[config.mk]
export PLATFORM = sky130hd
export DESIGN_NAME = sparse_matrix_add_merge_flat
export DESIGN_NICKNAME = d
export VERILOG_FILES = /design/src/hw/rtl/smam_pkg.sv /design/src/hw/rtl/smam_req_if.sv /design/src/hw/rtl/smam_rsp_if.sv /design/src/hw/rtl/smam_csr_if.sv /design/src/hw/rtl/smam_ram.sv /design/src/hw/rtl/smam_cmp.sv /design/src/hw/rtl/smam_ctrl.sv /design/src/hw/rtl/sparse_matrix_add_merge.sv /design/src/flat_wrapper.sv
export SDC_FILE = /design/constraint.sdc
export NUM_CORES = 2
export LEC_CHECK = 0
export BUFFER_PORTS_ARGS = -buffer_cell sky130_fd_sc_hd__buf_2
export CORE_MARGIN = 2
export CORE_UTILIZATION = 65
export DETAILED_ROUTE_END_ITERATION = 10
export GPL_TIMING_DRIVEN = 0
export HOLD_SLACK_MARGIN = 0.06
export PLACE_DENSITY = 0.8
export SYNTH_ARGS = -nofsm -noshare
export SYNTH_HDL_FRONTEND = slang
export SYNTH_HIERARCHICAL = 1
export SYNTH_SLANG_ARGS = --single-unit
[constraint.sdc]
create_clock -name clock -period 9.96 [get_ports clock]
set_input_delay 0.996 -clock clock [delete_from_list [all_inputs] [get_ports clock]]
set_output_delay 0.996 -clock clock [all_outputs]
set_load 0.01 [all_outputs]
[src/hw/rtl/smam_pkg.sv]
// shared constants, types and helper functions of the sparse matrix add merge block
`timescale 1ns / 1ps
`default_nettype none
package smam_pkg;

   localparam int COORD_BITS     = 10;
   localparam int IN_VALUE_BITS  = 16;
   localparam int OUT_VALUE_BITS = 17;
   localparam int DIM_BITS       = 11;
   localparam int REQ_BITS       = 2;
   localparam int STATUS_BITS    = 2;
   localparam int CSR_INDEX_BITS = 2;
   localparam int MAX_DIM        = 1024;

   localparam int LIST_DEPTH_DEFAULT = 32;
   localparam int VALUE_BITS_DEFAULT = 16;

   localparam logic [REQ_BITS-1:0] REQ_LOAD_A = 2'd0;
   localparam logic [REQ_BITS-1:0] REQ_LOAD_B = 2'd1;
   localparam logic [REQ_BITS-1:0] REQ_MERGE  = 2'd2;

   localparam logic [STATUS_BITS-1:0] STATUS_OK       = 2'd0;
   localparam logic [STATUS_BITS-1:0] STATUS_MISMATCH = 2'd1;
   localparam logic [STATUS_BITS-1:0] STATUS_EMPTY    = 2'd2;

   localparam logic [CSR_INDEX_BITS-1:0] CSR_A_ROWS = 2'd0;
   localparam logic [CSR_INDEX_BITS-1:0] CSR_A_COLS = 2'd1;
   localparam logic [CSR_INDEX_BITS-1:0] CSR_B_ROWS = 2'd2;
   localparam logic [CSR_INDEX_BITS-1:0] CSR_B_COLS = 2'd3;

   typedef struct packed {
      logic [DIM_BITS-1:0] a_rows;
      logic [DIM_BITS-1:0] a_cols;
      logic [DIM_BITS-1:0] b_rows;
      logic [DIM_BITS-1:0] b_cols;
   } dims_type;

   typedef struct packed {
      logic take_a;
      logic take_b;
   } pick_type;

   // stored value bits: a loaded value never carries more than the input field
   function automatic int store_width(int value_bits);
      return (value_bits < IN_VALUE_BITS) ? value_bits : IN_VALUE_BITS;
   endfunction

   function automatic logic [COORD_BITS-1:0] clamp_coord(logic [COORD_BITS-1:0] c);
      logic [COORD_BITS-1:0] r;
      r = c;
      if (32'(c) >= MAX_DIM) begin
         r = COORD_BITS'(MAX_DIM - 1);
      end
      return r;
   endfunction

endpackage
`default_nettype wire

[src/hw/rtl/smam_req_if.sv]
// request channel: load and merge commands
`timescale 1ns / 1ps
`default_nettype none
interface smam_req_if;
   import smam_pkg::*;

   logic                         valid;
   logic                         ready;
   logic [REQ_BITS-1:0]          req_type;
   logic [COORD_BITS-1:0]        row;
   logic [COORD_BITS-1:0]        col;
   logic signed [IN_VALUE_BITS-1:0] value;

   modport source (output valid, req_type, row, col, value, input ready);
   modport sink   (input valid, req_type, row, col, value, output ready);
endinterface
`default_nettype wire

[src/hw/rtl/smam_rsp_if.sv]
// response channel: merged entries and status
`timescale 1ns / 1ps
`default_nettype none
interface smam_rsp_if;
   import smam_pkg::*;

   logic                             valid;
   logic                             ready;
   logic [COORD_BITS-1:0]            out_row;
   logic [COORD_BITS-1:0]            out_col;
   logic signed [OUT_VALUE_BITS-1:0] out_value;
   logic [STATUS_BITS-1:0]           status;
   logic                             last;

   modport source (output valid, out_row, out_col, out_value, status, last, input ready);
   modport sink   (input valid, out_row, out_col, out_value, status, last, output ready);
endinterface
`default_nettype wire

[src/hw/rtl/smam_csr_if.sv]
// configuration write channel
`timescale 1ns / 1ps
`default_nettype none
interface smam_csr_if;
   import smam_pkg::*;

   logic                      valid;
   logic                      ready;
   logic [CSR_INDEX_BITS-1:0] index;
   logic [DIM_BITS-1:0]       data;

   modport source (output valid, index, data, input ready);
   modport sink   (input valid, index, data, output ready);
endinterface
`default_nettype wire

[src/hw/rtl/smam_ram.sv]
// generic single write port, single read port ram with registered read
`timescale 1ns / 1ps
`default_nettype none
module smam_ram #(
   parameter int WIDTH = 8,
   parameter int DEPTH = 32,
   localparam int ADDR_BITS = (DEPTH > 1) ? $clog2(DEPTH) : 1
) (
   input  wire logic                 clock,
   input  wire logic                 we,
   input  wire logic [ADDR_BITS-1:0] waddr,
   input  wire logic [WIDTH-1:0]     wdata,
   input  wire logic [ADDR_BITS-1:0] raddr,
   output      logic [WIDTH-1:0]     rdata
);

   logic [WIDTH-1:0] mem_ff [DEPTH];
   logic [WIDTH-1:0] rd_data_ff;

   always_ff @(posedge clock) begin
      if (we) begin
         mem_ff[waddr] <= wdata;
      end
      rd_data_ff <= mem_ff[raddr];
   end

   assign rdata = rd_data_ff;

endmodule
`default_nettype wire

[src/hw/rtl/smam_cmp.sv]
// shared coordinate compare and value add unit
`timescale 1ns / 1ps
`default_nettype none
module smam_cmp #(
   parameter int VALUE_BITS = 16,
   localparam int STORE_BITS = smam_pkg::store_width(VALUE_BITS),
   localparam int WORD_BITS = 2 * smam_pkg::COORD_BITS + STORE_BITS
) (
   input  wire logic [WORD_BITS-1:0]                    a_word,
   input  wire logic [WORD_BITS-1:0]                    b_word,
   input  wire logic                                    a_has,
   input  wire logic                                    b_has,
   output      smam_pkg::pick_type                      pick,
   output      logic [smam_pkg::COORD_BITS-1:0]         out_row,
   output      logic [smam_pkg::COORD_BITS-1:0]         out_col,
   output      logic signed [smam_pkg::OUT_VALUE_BITS-1:0] out_value
);
   import smam_pkg::*;

   logic [COORD_BITS-1:0]            a_row, a_col, b_row, b_col;
   logic [STORE_BITS-1:0]            a_val, b_val;
   logic signed [OUT_VALUE_BITS-1:0] a_ext, b_ext, a_term, b_term;

   assign a_row = a_word[WORD_BITS-1 -: COORD_BITS];
   assign a_col = a_word[STORE_BITS +: COORD_BITS];
   assign a_val = a_word[STORE_BITS-1:0];
   assign b_row = b_word[WORD_BITS-1 -: COORD_BITS];
   assign b_col = b_word[STORE_BITS +: COORD_BITS];
   assign b_val = b_word[STORE_BITS-1:0];

   assign a_ext = {{(OUT_VALUE_BITS-STORE_BITS){a_val[STORE_BITS-1]}}, a_val};
   assign b_ext = {{(OUT_VALUE_BITS-STORE_BITS){b_val[STORE_BITS-1]}}, b_val};

   always_comb begin
      priority if (!a_has) begin
         pick = '{take_a: 1'b0, take_b: 1'b1};
      end else if (!b_has) begin
         pick = '{take_a: 1'b1, take_b: 1'b0};
      end else if (a_row != b_row) begin
         pick.take_a = a_row < b_row;
         pick.take_b = !(a_row < b_row);
      end else if (a_col != b_col) begin
         pick.take_a = a_col < b_col;
         pick.take_b = !(a_col < b_col);
      end else begin
         pick = '{take_a: 1'b1, take_b: 1'b1};
      end
   end

   assign a_term    = pick.take_a ? a_ext : '0;
   assign b_term    = pick.take_b ? b_ext : '0;
   assign out_value = a_term + b_term;
   assign out_row   = pick.take_a ? a_row : b_row;
   assign out_col   = pick.take_a ? a_col : b_col;

endmodule
`default_nettype wire

[src/hw/rtl/smam_ctrl.sv]
// merge sequencer: list counts, walk indexes and response register
`timescale 1ns / 1ps
`default_nettype none
module smam_ctrl #(
   parameter int LIST_DEPTH = 32,
   localparam int ADDR_BITS = (LIST_DEPTH > 1) ? $clog2(LIST_DEPTH) : 1
) (
   input  wire logic                                    clock,
   input  wire logic                                    reset,
   input  wire logic                                    req_valid,
   input  wire logic [smam_pkg::REQ_BITS-1:0]           req_type,
   output      logic                                    req_ready,
   input  wire smam_pkg::dims_type                      dims,
   output      logic                                    a_we,
   output      logic                                    b_we,
   output      logic [ADDR_BITS-1:0]                    a_waddr,
   output      logic [ADDR_BITS-1:0]                    b_waddr,
   output      logic [ADDR_BITS-1:0]                    a_raddr,
   output      logic [ADDR_BITS-1:0]                    b_raddr,
   output      logic                                    a_has,
   output      logic                                    b_has,
   input  wire smam_pkg::pick_type                      pick,
   input  wire logic [smam_pkg::COORD_BITS-1:0]         cmp_row,
   input  wire logic [smam_pkg::COORD_BITS-1:0]         cmp_col,
   input  wire logic signed [smam_pkg::OUT_VALUE_BITS-1:0] cmp_value,
   output      logic                                    rsp_valid,
   input  wire logic                                    rsp_ready,
   output      logic [smam_pkg::COORD_BITS-1:0]         out_row,
   output      logic [smam_pkg::COORD_BITS-1:0]         out_col,
   output      logic signed [smam_pkg::OUT_VALUE_BITS-1:0] out_value,
   output      logic [smam_pkg::STATUS_BITS-1:0]        status,
   output      logic                                    last
);
   import smam_pkg::*;

   localparam int CNT_BITS = $clog2(LIST_DEPTH + 1);

   typedef enum logic [3:0] {
      S_IDLE = 4'b0001,
      S_FLAG = 4'b0010,
      S_READ = 4'b0100,
      S_STEP = 4'b1000
   } state_type;

   state_type                  state_ff, state_in;
   logic [CNT_BITS-1:0]        a_count_ff, a_count_in, b_count_ff, b_count_in;
   logic [CNT_BITS-1:0]        i_ff, i_in, j_ff, j_in;
   logic [CNT_BITS-1:0]        i_adv, j_adv;
   logic [STATUS_BITS-1:0]     flag_ff, flag_in;
   logic                       rsp_valid_ff, rsp_valid_in;
   logic [COORD_BITS-1:0]      row_ff, row_in, col_ff, col_in;
   logic signed [OUT_VALUE_BITS-1:0] value_ff, value_in;
   logic [STATUS_BITS-1:0]     status_ff, status_in;
   logic                       last_ff, last_in;
   logic                       accept, out_free, load, a_full, b_full, dims_match, walk_done;

   assign req_ready  = state_ff == S_IDLE;
   assign accept     = req_valid && req_ready;
   assign out_free   = !rsp_valid_ff || rsp_ready;
   assign a_full     = a_count_ff == CNT_BITS'(LIST_DEPTH);
   assign b_full     = b_count_ff == CNT_BITS'(LIST_DEPTH);
   assign dims_match = (dims.a_rows == dims.b_rows) && (dims.a_cols == dims.b_cols);

   assign a_we    = accept && (req_type == REQ_LOAD_A) && !a_full;
   assign b_we    = accept && (req_type == REQ_LOAD_B) && !b_full;
   assign a_waddr = a_count_ff[ADDR_BITS-1:0];
   assign b_waddr = b_count_ff[ADDR_BITS-1:0];
   assign a_raddr = i_ff[ADDR_BITS-1:0];
   assign b_raddr = j_ff[ADDR_BITS-1:0];
   assign a_has   = i_ff < a_count_ff;
   assign b_has   = j_ff < b_count_ff;

   assign i_adv     = i_ff + CNT_BITS'(pick.take_a);
   assign j_adv     = j_ff + CNT_BITS'(pick.take_b);
   assign walk_done = (i_adv == a_count_ff) && (j_adv == b_count_ff);

   always_comb begin
      state_in   = state_ff;
      a_count_in = a_count_ff;
      b_count_in = b_count_ff;
      i_in       = i_ff;
      j_in       = j_ff;
      flag_in    = flag_ff;
      load       = 1'b0;
      row_in     = row_ff;
      col_in     = col_ff;
      value_in   = value_ff;
      status_in  = status_ff;
      last_in    = last_ff;
      unique case (state_ff)
         S_IDLE: begin
            if (a_we) begin
               a_count_in = a_count_ff + CNT_BITS'(1);
            end
            if (b_we) begin
               b_count_in = b_count_ff + CNT_BITS'(1);
            end
            if (accept && req_type == REQ_MERGE) begin
               i_in = '0;
               j_in = '0;
               if (!dims_match) begin
                  flag_in  = STATUS_MISMATCH;
                  state_in = S_FLAG;
               end else if (a_count_ff == '0 && b_count_ff == '0) begin
                  flag_in  = STATUS_EMPTY;
                  state_in = S_FLAG;
               end else begin
                  state_in = S_READ;
               end
            end
         end
         S_FLAG: begin
            if (out_free) begin
               load       = 1'b1;
               row_in     = '0;
               col_in     = '0;
               value_in   = '0;
               status_in  = flag_ff;
               last_in    = 1'b1;
               a_count_in = '0;
               b_count_in = '0;
               state_in   = S_IDLE;
            end
         end
         S_READ: begin
            state_in = S_STEP;
         end
         S_STEP: begin
            if (out_free) begin
               load      = 1'b1;
               row_in    = cmp_row;
               col_in    = cmp_col;
               value_in  = cmp_value;
               status_in = STATUS_OK;
               last_in   = walk_done;
               i_in      = i_adv;
               j_in      = j_adv;
               if (walk_done) begin
                  a_count_in = '0;
                  b_count_in = '0;
                  state_in   = S_IDLE;
               end else begin
                  state_in = S_READ;
               end
            end
         end
         default: begin
            state_in = S_IDLE;
         end
      endcase
   end

   assign rsp_valid_in = load || (rsp_valid_ff && !rsp_ready);

   always_ff @(posedge clock) begin
      if (reset) begin
         state_ff     <= S_IDLE;
         a_count_ff   <= '0;
         b_count_ff   <= '0;
         i_ff         <= '0;
         j_ff         <= '0;
         flag_ff      <= STATUS_OK;
         rsp_valid_ff <= 1'b0;
      end else begin
         state_ff     <= state_in;
         a_count_ff   <= a_count_in;
         b_count_ff   <= b_count_in;
         i_ff         <= i_in;
         j_ff         <= j_in;
         flag_ff      <= flag_in;
         rsp_valid_ff <= rsp_valid_in;
      end
   end

   always_ff @(posedge clock) begin
      row_ff    <= row_in;
      col_ff    <= col_in;
      value_ff  <= value_in;
      status_ff <= status_in;
      last_ff   <= last_in;
   end

   assign rsp_valid = rsp_valid_ff;
   assign out_row   = row_ff;
   assign out_col   = col_ff;
   assign out_value = value_ff;
   assign status    = status_ff;
   assign last      = last_ff;

endmodule
`default_nettype wire

[src/hw/rtl/sparse_matrix_add_merge.sv]
// top level of the sparse matrix add block: coordinate list merge
//
//   channel   dir   handshake      word
//   req_bus   in    valid/ready    req_type, row, col, value
//   rsp_bus   out   valid/ready    out_row, out_col, out_value, status, last
//   csr_bus   in    valid/ready    index, data (always ready)
//
// a load is written into its list ram as it is taken; the block stays ready between loads
// a merge holds ready low until its last word sits in the output register
// each merged word goes through a list ram read, then a compare and add
// a dimension mismatch or two empty lists give a single closing word from the S_FLAG state
// a stall on rsp_bus holds the walk; synchronous reset empties both lists
`timescale 1ns / 1ps
`default_nettype none
module sparse_matrix_add_merge #(
   parameter int LIST_DEPTH = smam_pkg::LIST_DEPTH_DEFAULT,
   parameter int VALUE_BITS = smam_pkg::VALUE_BITS_DEFAULT
) (
   input wire logic    clock,
   input wire logic    reset,
   smam_req_if.sink    req_bus,
   smam_rsp_if.source  rsp_bus,
   smam_csr_if.sink    csr_bus
);
   import smam_pkg::*;

   localparam int STORE_BITS = store_width(VALUE_BITS);
   localparam int WORD_BITS  = 2 * COORD_BITS + STORE_BITS;
   localparam int ADDR_BITS  = (LIST_DEPTH > 1) ? $clog2(LIST_DEPTH) : 1;

   dims_type                         dims_ff, dims_in;
   pick_type                         pick;
   logic                             a_we, b_we, a_has, b_has;
   logic [ADDR_BITS-1:0]             a_waddr, b_waddr, a_raddr, b_raddr;
   logic [WORD_BITS-1:0]             wdata, a_rdata, b_rdata;
   logic [COORD_BITS-1:0]            cmp_row, cmp_col;
   logic signed [OUT_VALUE_BITS-1:0] cmp_value;

   assign csr_bus.ready = 1'b1;

   always_comb begin
      dims_in = dims_ff;
      if (csr_bus.valid) begin
         unique case (csr_bus.index)
            CSR_A_ROWS: dims_in.a_rows = csr_bus.data;
            CSR_A_COLS: dims_in.a_cols = csr_bus.data;
            CSR_B_ROWS: dims_in.b_rows = csr_bus.data;
            CSR_B_COLS: dims_in.b_cols = csr_bus.data;
         endcase
      end
   end

   always_ff @(posedge clock) begin
      if (reset) begin
         dims_ff <= '{a_rows: DIM_BITS'(1), a_cols: DIM_BITS'(1),
                      b_rows: DIM_BITS'(1), b_cols: DIM_BITS'(1)};
      end else begin
         dims_ff <= dims_in;
      end
   end

   assign wdata = {clamp_coord(req_bus.row), clamp_coord(req_bus.col),
                   req_bus.value[STORE_BITS-1:0]};

   smam_ram #(.WIDTH(WORD_BITS), .DEPTH(LIST_DEPTH)) u_a_ram (
      .clock (clock),
      .we    (a_we),
      .waddr (a_waddr),
      .wdata (wdata),
      .raddr (a_raddr),
      .rdata (a_rdata)
   );

   smam_ram #(.WIDTH(WORD_BITS), .DEPTH(LIST_DEPTH)) u_b_ram (
      .clock (clock),
      .we    (b_we),
      .waddr (b_waddr),
      .wdata (wdata),
      .raddr (b_raddr),
      .rdata (b_rdata)
   );

   smam_cmp #(.VALUE_BITS(VALUE_BITS)) u_cmp (
      .a_word    (a_rdata),
      .b_word    (b_rdata),
      .a_has     (a_has),
      .b_has     (b_has),
      .pick      (pick),
      .out_row   (cmp_row),
      .out_col   (cmp_col),
      .out_value (cmp_value)
   );

   smam_ctrl #(.LIST_DEPTH(LIST_DEPTH)) u_ctrl (
      .clock     (clock),
      .reset     (reset),
      .req_valid (req_bus.valid),
      .req_type  (req_bus.req_type),
      .req_ready (req_bus.ready),
      .dims      (dims_ff),
      .a_we      (a_we),
      .b_we      (b_we),
      .a_waddr   (a_waddr),
      .b_waddr   (b_waddr),
      .a_raddr   (a_raddr),
      .b_raddr   (b_raddr),
      .a_has     (a_has),
      .b_has     (b_has),
      .pick      (pick),
      .cmp_row   (cmp_row),
      .cmp_col   (cmp_col),
      .cmp_value (cmp_value),
      .rsp_valid (rsp_bus.valid),
      .rsp_ready (rsp_bus.ready),
      .out_row   (rsp_bus.out_row),
      .out_col   (rsp_bus.out_col),
      .out_value (rsp_bus.out_value),
      .status    (rsp_bus.status),
      .last      (rsp_bus.last)
   );

   // a merge keeps the block busy in the cycle after it is taken
   a_merge_busy: assert property (@(posedge clock) disable iff (reset)
      req_bus.valid && req_bus.ready && req_bus.req_type == REQ_MERGE |=> !req_bus.ready)
      else $error("request taken right after a merge");

   // ready returns only with the closing word of a merge waiting
   a_ready_after_last: assert property (@(posedge clock) disable iff (reset)
      $rose(req_bus.ready) && !$past(reset) |-> rsp_bus.valid && rsp_bus.last)
      else $error("merge ended without a last word");

   // error and empty words close their merge
   a_flag_is_last: assert property (@(posedge clock) disable iff (reset)
      rsp_bus.valid && rsp_bus.status != STATUS_OK |-> rsp_bus.last)
      else $error("status word without last");

   // both lists can never be written in one cycle
   a_single_write: assert property (@(posedge clock) disable iff (reset)
      a_we |-> !b_we && req_bus.req_type == REQ_LOAD_A)
      else $error("list write mismatch");

endmodule
`default_nettype wire

[src/flat_wrapper.sv]
// flat-port wrapper written by rule: the top's interface ports become plain ports
module sparse_matrix_add_merge_flat import smam_pkg::*;
#(
   parameter int LIST_DEPTH = smam_pkg::LIST_DEPTH_DEFAULT,
   parameter int VALUE_BITS = smam_pkg::VALUE_BITS_DEFAULT
)
  (clock, reset, req_bus_valid, req_bus_req_type, req_bus_row, req_bus_col, req_bus_value, req_bus_ready, rsp_bus_valid, rsp_bus_out_row, rsp_bus_out_col, rsp_bus_out_value, rsp_bus_status, rsp_bus_last, rsp_bus_ready, csr_bus_valid, csr_bus_index, csr_bus_data, csr_bus_ready);
  smam_req_if req_bus_i ();
  smam_rsp_if rsp_bus_i ();
  smam_csr_if csr_bus_i ();
  input wire logic clock;
  input wire logic reset;
  input wire logic [$bits(req_bus_i.valid)-1:0] req_bus_valid;
  input wire logic [$bits(req_bus_i.req_type)-1:0] req_bus_req_type;
  input wire logic [$bits(req_bus_i.row)-1:0] req_bus_row;
  input wire logic [$bits(req_bus_i.col)-1:0] req_bus_col;
  input wire logic [$bits(req_bus_i.value)-1:0] req_bus_value;
  output wire logic [$bits(req_bus_i.ready)-1:0] req_bus_ready;
  output wire logic [$bits(rsp_bus_i.valid)-1:0] rsp_bus_valid;
  output wire logic [$bits(rsp_bus_i.out_row)-1:0] rsp_bus_out_row;
  output wire logic [$bits(rsp_bus_i.out_col)-1:0] rsp_bus_out_col;
  output wire logic [$bits(rsp_bus_i.out_value)-1:0] rsp_bus_out_value;
  output wire logic [$bits(rsp_bus_i.status)-1:0] rsp_bus_status;
  output wire logic [$bits(rsp_bus_i.last)-1:0] rsp_bus_last;
  input wire logic [$bits(rsp_bus_i.ready)-1:0] rsp_bus_ready;
  input wire logic [$bits(csr_bus_i.valid)-1:0] csr_bus_valid;
  input wire logic [$bits(csr_bus_i.index)-1:0] csr_bus_index;
  input wire logic [$bits(csr_bus_i.data)-1:0] csr_bus_data;
  output wire logic [$bits(csr_bus_i.ready)-1:0] csr_bus_ready;
  assign req_bus_i.valid = req_bus_valid;
  assign req_bus_i.req_type = req_bus_req_type;
  assign req_bus_i.row = req_bus_row;
  assign req_bus_i.col = req_bus_col;
  assign req_bus_i.value = req_bus_value;
  assign req_bus_ready = req_bus_i.ready;
  assign rsp_bus_valid = rsp_bus_i.valid;
  assign rsp_bus_out_row = rsp_bus_i.out_row;
  assign rsp_bus_out_col = rsp_bus_i.out_col;
  assign rsp_bus_out_value = rsp_bus_i.out_value;
  assign rsp_bus_status = rsp_bus_i.status;
  assign rsp_bus_last = rsp_bus_i.last;
  assign rsp_bus_i.ready = rsp_bus_ready;
  assign csr_bus_i.valid = csr_bus_valid;
  assign csr_bus_i.index = csr_bus_index;
  assign csr_bus_i.data = csr_bus_data;
  assign csr_bus_ready = csr_bus_i.ready;
  sparse_matrix_add_merge #(.LIST_DEPTH(LIST_DEPTH), .VALUE_BITS(VALUE_BITS)) u_core (.clock(clock), .reset(reset), .req_bus(req_bus_i), .rsp_bus(rsp_bus_i), .csr_bus(csr_bus_i));
endmodule
# ---- Word level (Yosys, flattened, before mapping)
# Memories as Yosys holds them, arrays and structs flattened. A register that Yosys moved wholly into a read port is not among the register bits.
# Index checks and enable logic that the tools add are counted.
dict set report totals {
  n_memories 2
  input_bits 56
  word_cells 136
  reg_bits 115
  ram_bits 2304
}
# memory depth word_bits read_ports rd_clocked_by_memory_dff wr line
set memory_table {}
lappend memory_table {u_core.u_a_ram.mem_ff 32 36 1 1 1 smam_ram.sv:17} ;# logic [WIDTH-1:0] mem_ff [DEPTH];
lappend memory_table {u_core.u_b_ram.mem_ff 32 36 1 1 1 smam_ram.sv:17}
dict set report op_classes {
  n_mux 49
  add_sub_neg 5
  reduce_logical 36
  n_lt_le_gt_ge 4
  eq_ne 24
}
# cell n
set ops {}
lappend ops {{$mux W17} 4}
lappend ops {{$mux W10} 5}
lappend ops {{$mux W6} 8}
lappend ops {{$pmux W10 S2} 2}
lappend ops {{$pmux W6 S3} 2}
lappend ops {{$pmux W17 S2} 1}
lappend ops {{$pmux W6 S2} 2}
lappend ops {{$eq A11 B11 Y1} 2}
lappend ops {{$lt A10 B10 Y1} 2}
lappend ops {{$ne A10 B10 Y1} 2}
lappend ops {{$add A17 B17 Y17} 1}
lappend ops {{$mux W2} 8}
lappend ops {{$pmux W4 S4} 1}
lappend ops {{$add A6 B1 Y6} 2}
lappend ops {{$add A6 B1 Y6 const B} 2}
lappend ops {{$eq A6 B6 Y1} 2}
lappend ops {{$eq A6 B6 Y1 const B} 2}
lappend ops {{$logic_not A6 Y1} 2}
lappend ops {{$lt A6 B6 Y1} 2}
lappend ops {{$mux W4} 3}
lappend ops {{$reduce_and A3 Y1} 4}
lappend ops {{$logic_and A1 B1 Y1} 10}
lappend ops {{$reduce_and A5 Y1} 2}
lappend ops {{$mux W3} 3}
lappend ops {{other kinds (18)} 44}

# ---- Logic depth before layout (Yosys ltp)
dict set report depth {
  word_depth 12
  ltp_mapped 20
}

# ---- Modules after synthesis
# Netlist, hierarchy kept.
# mod area_each_um2 instances cells_per_inst
set modules_own_cells {}
lappend modules_own_cells {{smam_ram at u_core.u_b_ram} 45583.7 1 2536}
lappend modules_own_cells {{smam_ram at u_core.u_a_ram} 45570.0 1 2536}
lappend modules_own_cells {smam_ctrl 4005.1 1 407}
lappend modules_own_cells {sparse_matrix_add_merge 1767.9 1 161}
lappend modules_own_cells {smam_cmp 1741.7 1 222}

# ---- Worst setup path after synthesis
# OpenSTA, ideal clock, no wires.
dict set report synth_timing {
  path_kind {register to register}
  from {register u_core.u_ctrl.b_count_ff[1]}
  to {register u_core.u_ctrl.value_ff[13], in the netlist u_core/u_ctrl/out_value[13] (data pin)}
  path_slack_ns 5.864
  t_arrival_ns 3.842
  stages_incl_launch_ff 19
  required_time_ns 9.705
  period_less_slack_ns 4.096
  cell_sequence {dfxtp_1 > inv_1 > ha_1 > a21o_1 > a21o_1 > a21o_1 > a21o_1 > a21oi_1 > a31oi_4 > buf_2 > and2_1 > ha_1 > a21o_1 > a21o_1 > a21o_1 > and2_1 > o41ai_1 > xnor2_1 > and2_1}
}
# element line
set synth_rtl {}
lappend synth_rtl {{start: declaration} smam_ctrl.sv:46} ;# logic [CNT_BITS-1:0] a_count_ff, a_count_in, b_count_ff, b_count_in;
lappend synth_rtl {{start signal: assignment} smam_ctrl.sv:167} ;# b_count_ff <= b_count_in;
lappend synth_rtl {{end signal: assignment} smam_ctrl.sv:178} ;# value_ff <= value_in;
lappend synth_rtl {{end: declaration} smam_ctrl.sv:52} ;# logic signed [OUT_VALUE_BITS-1:0] value_ff, value_in;

# ---- Worst setup path in the final report
dict set report layout_timing {
  from {register u_core.u_ctrl.b_count_ff[1]}
  to {register u_core.u_ctrl.value_ff[16], in the netlist u_core/u_ctrl/out_value[16] (data pin)}
}
dict set report layout_via {
  elab_chain_cells 7
  elab_cells_between_ends 8
}
# element line
set layout_rtl {}
lappend layout_rtl {{$lt A6 B6 Y1 (*)} smam_ctrl.sv:71} ;# assign b_has = j_ff < b_count_ff;
lappend layout_rtl {{via u_core.b_has} sparse_matrix_add_merge.sv:33} ;# logic a_we, b_we, a_has, b_has;
lappend layout_rtl {{$mux W2 (*)} smam_cmp.sv:37} ;# end else if (!b_has) begin
lappend layout_rtl {{$mux W2 (*)} smam_cmp.sv:35} ;# priority if (!a_has) begin
lappend layout_rtl {{$mux W17, on equally long branches} {smam_cmp.sv:50, smam_cmp.sv:51}}
lappend layout_rtl {{$add A17 B17 Y17 (*)} smam_cmp.sv:52} ;# assign out_value = a_term + b_term;
lappend layout_rtl {{via u_core.cmp_value[16]} sparse_matrix_add_merge.sv:37} ;# logic signed [OUT_VALUE_BITS-1:0] cmp_value;
lappend layout_rtl {{$mux W17 (*)} smam_ctrl.sv:129} ;# if (out_free) begin
lappend layout_rtl {{$pmux W17 S2 (*)} smam_ctrl.sv:90} ;# unique case (state_ff)
# The timed path passes the listed nets; every way through them passes the cells marked *. The select of a mux whose other input is x is not followed.
# A chain may end at the register's enable or synchronous reset.

==> parameters.txt <==
Parameter                              Value

Timing
  Post-Route Skew    roughly 0.029 ns
  Actual slew at the worst max-slew pin    1.45 ns
  Setup-violating endpoint count in the final report    0
  Sum of negative setup slack    0 ns
  Final Cycle Share    0.497
  Hold_ws    0.471 ns
  Final hold violation count    0
  Unrepaired setup endpoints after global routing    no
  Post-layout min period    4.95 ns
  Fmax    just over 200 MHz
  Slew headroom    0.0365
  Number of max-slew violations in the final report    0

Finish
  Final cell count without fillers    8474
  Most common cell after layout, fill and taps aside    sky130_fd_sc_hd__edfxtp_1
  Synthesis-to-finish area growth    12.6%
  Number of nets in the finished design    approximately 6400
  Fraction of layout instances using a drive strength above 1    0.128
  Top library cells by usage in the layout, fill and taps aside    2344 x sky130_fd_sc_hd__edfxtp_1, 1197 x sky130_fd_sc_hd__mux2i_1, 259 x sky130_fd_sc_hd__nand2_1

Power
  Net switching share of the total power    0.199
  Power share of the combinational group    0.020
  Clock network fraction of total power    0.418
  Power spent charging and discharging nets    approximately 4100 uW
  Sequential share of power    0.562
  Leakage power figure    0.0348 uW
  Maximum resistive drop on vdd    about 180 uV
  Cell internal power dissipation    roughly 16000 uW
  Total Power Consumption    around 20000 uW
  Power density relative to cell area    184 nW/um2

Global route
  Maximum number of pins on one net before global-route repair    65
  Antenna violations before repair    14
  Fraction of met2 tracks used by global routing    0.489
  Via count of the first global-routing pass    about 55000
  Met3 usage    0.0840
  Grt peak-use layer    met2
  Overflow left after global routing    0
  First-pass GRT wire length    between 300000 and 400000 um
  Met1 routing resource usage after global routing    0.461
  Overall routing resource usage    0.323

Die
  # IOs    between 90 and 100
  Core footprint    approximately 150000 um2
  DIE WIDTH    about 390 um
  Die height    roughly 400 um
  Initial core utilization    0.656
  Rows    142
  Total Die Area    155000 um2

Logic synthesis
  Area contributors post-synth    sky130_fd_sc_hd__edfxtp_1 71%, sky130_fd_sc_hd__mux2i_1 12%, sky130_fd_sc_hd__dfxtp_1 3.0%, sky130_fd_sc_hd__a22oi_1 1.7%, sky130_fd_sc_hd__a21oi_1 1.3%
  Cells after synthesis    around 5900
  Netlist cell types    74
  Post-synth EDFFs    2344
  Yosys warning count    6
  Dominant cell type by area after synthesis    sky130_fd_sc_hd__edfxtp_1
  Share of Yosys cell area claimed by the top area cell type    0.713
  Register bit count reported by yosys    about 2500
  Avg Inst Size Synth    between 15 and 20 um2
  Syn nets    approximately 6000
  Sequential fraction of the synthesis area    0.743
  Primary FF master, synth    sky130_fd_sc_hd__edfxtp_1
  Fraction of registers with async set or reset after synthesis    0
  Cell area after synthesis    98700 um2

Clock network
  Quantity of hold-fixing buffers added after cts    0
  Insertion delay to the later sink of the worst-skew pair    0.85 ns
  Clock-pin transition on the worst setup and hold timing paths    0.07 ns
  Deepest clock path buffer count    3
  Num CTS Buffers    between 200 and 250
  Number of buffers added for setup after CTS    0
  H-tree depth    4
  Root buffer cell    sky130_fd_sc_hd__clkbuf_16
  Number of cells upsized or downsized after cts    0
  # clock sinks    approximately 2500
  Clock tree from TritonCTS    yes

Setup path
  Slowest cell on the critical path    sky130_fd_sc_hd__a2111oi_0
  Data arrival time at the worst-slack endpoint    5.55 ns
  Reg2reg setup slack    5.01 ns
  Depth of the worst register-to-register path    19
  Cell-by-cell trace of the critical path    inv_1 -> ha_1 -> a21o_1 -> a21o_1 -> a21o_1 -> a21o_1 -> a21oi_1 -> a31oi_2 -> buf_2 -> nor2b_1 -> ha_1 -> fa_1 -> a21o_1 -> nand3_1 -> a2111oi_0 -> nor2_1 -> o211ai_1 -> o21ai_0 -> and2_1
  FF-to-FF Start    u_core/u_ctrl/b_count_ff[1]
  Worst path required time    10.56 ns
  Sort of element at the end of the critical path    register
  Biggest fanout along the worst timing path    10
  Worst setup path category    register to register
  Worst setup SP type    register
  Crit-path most repeated cell    sky130_fd_sc_hd__a21o_1
  Max stage delay on crit path    around 0.57 ns
  Reg2Reg Capture Point    u_core/u_ctrl/out_value[16]

Detailed routing
  DR iter-0 viols    between 8000 and 9000
  Initial DRT Pass Iterations    6
  Mean number of vias per cell    roughly 6.6
  Post-detailed-route DRC marker count    0
  Wire length per cell after detailed routing    around 30 um
  Via total after detailed routing    ~56000
  ANT nets after route    0
  Total wire length after detailed routing    approximately 250000 um

Placement
  Count of placed standard cells including taps    between 8000 and 9000
  Detailed placer's ending HPWL    between 150000 and 200000 um
  Total of buffers placed on input and output ports    a little under 100
  GPL Wtd Cong    around 0.93

Min path
  Hold Startpoint    csr_bus_data[0]
  Hold path depth    3
  Class of the tightest hold or removal check    primary input to register
  Endpoint with the worst hold slack    u_core/dims_ff[0]

Status
  Result of the run    finished clean

Job
  Max cap viols    0
power by group through the flow:
stage                     Clock (uW)  Combinational, uW  Sequential, uW
after floorplan                    0                130           11700
after global placement             0                374           11700
after detailed placement           0                395           11700
after CTS                       8600                398           11500
after global routing            9010                435           11500
final                           8550                414           11500
worst max path at each step:
stage | start | endpoint | slack, ns | cells past startpoint
after global routing | u_core/u_ctrl/b_count_ff[1] | u_core/u_ctrl/out_value[16] | 4.56 | 19
after floorplan | u_core/u_ctrl/b_count_ff[1] | u_core/u_ctrl/out_value[13] | 5.86 | 18
after detailed placement | u_core/u_ctrl/b_count_ff[1] | u_core/u_ctrl/out_value[16] | 5.08 | 19
after global placement | req_bus_req_type[1] | u_core/u_b_ram/mem_ff[4][22] | 4.10 | 7
after CTS | u_core/u_ctrl/b_count_ff[1] | u_core/u_ctrl/out_value[16] | 5.03 | 19
final | u_core/u_ctrl/b_count_ff[1] | u_core/u_ctrl/out_value[16] | 5.01 | 19
worst max-delay path, delay by kind of cell, from the launching register on:
family,cells,cell delay (ns)
buffers and inverters,2,0.42
adder cells (fa/ha/maj),3,0.76
AO/OA/AOI/OAI,10,2.35
flip-flops,1,0.50
AND/OR/NAND/NOR,4,0.67
final cells by class:
type	count	area, um2
Multi-Input combinational cell	2991	23500
Buffer	337	2130
Antenna cell	8	20.0
Inverter	43	164
Timing Repair Buffer	163	2050
Clock inverter	145	1230
Sequential cell	2491	73300
Tap cell	2016	2520
Fill cell	8508	39200
Clock buffer	280	6090
cell families after synthesis:
logic type,after synthesis,share of synthesized area
flops,2491,0.743
mux,1217,0.124
simple gates,903,0.0449
compound gates,764,0.0529
buf+inv,380,0.0233
fa+ha+maj,55,0.00705
xor+xnor,51,0.00453
other cells,1,0.0000380
cells in the mapped netlist, types with 21 or more instances:
cell / instances
sky130_fd_sc_hd__a21oi_1: 254
sky130_fd_sc_hd__a22o_1: 144
sky130_fd_sc_hd__a22oi_1: 217
sky130_fd_sc_hd__a31oi_1: 75
sky130_fd_sc_hd__and2_1: 56
sky130_fd_sc_hd__buf_1: 27
sky130_fd_sc_hd__buf_2: 91
sky130_fd_sc_hd__buf_4: 66
sky130_fd_sc_hd__buf_6: 51
sky130_fd_sc_hd__clkbuf_1: 87
sky130_fd_sc_hd__dfxtp_1: 147
sky130_fd_sc_hd__edfxtp_1: 2344
sky130_fd_sc_hd__ha_1: 54
sky130_fd_sc_hd__inv_1: 41
sky130_fd_sc_hd__mux2i_1: 1197
sky130_fd_sc_hd__nand2_1: 259
sky130_fd_sc_hd__nand2b_1: 62
sky130_fd_sc_hd__nand3_1: 244
sky130_fd_sc_hd__nor2_1: 110
sky130_fd_sc_hd__nor2b_1: 24
sky130_fd_sc_hd__nor3_1: 86
sky130_fd_sc_hd__xnor2_1: 21
sky130_fd_sc_hd__xor2_1: 30
flip-flops by register name, summed over array words and instances (netlist names), 2 cells and up:
register                  count
u_core/u_ctrl/j_ff            6
u_core/u_ctrl/b_count_ff      6
u_core/u_ctrl/out_col        10
u_core/u_ctrl/flag_ff         2
u_core/u_ctrl/status          2
u_core/u_ctrl/i_ff            6
u_core/u_b_ram/mem_ff      1152
u_core/dims_ff               44
u_core/u_a_ram/rdata         36
u_core/u_ctrl/out_value      17
u_core/u_a_ram/mem_ff      1152
u_core/u_ctrl/a_count_ff      6
u_core/u_ctrl/out_row        10
u_core/u_b_ram/rdata         36
u_core/u_ctrl/state_ff        4
layer usage:
metal | vias to the layer above | routed length (um)
met2 | 3808 | 116000
met1 | 28088 | 95400
met3 | 487 | 33800
met5 | - | 116
met4 | 16 | 8580
li1 | 23698 | -
per-stage QoR:
step	worst slack (ns)	utilization	cell area [um2]
floorplan	5.86	-	98700
CTS	5.03	0.738	111000
global placement	4.10	0.676	102000
finish	5.01	0.739	111000
detailed placement	5.08	0.689	104000
global route	4.56	0.739	111000
Power figures use the tool's default switching activity.
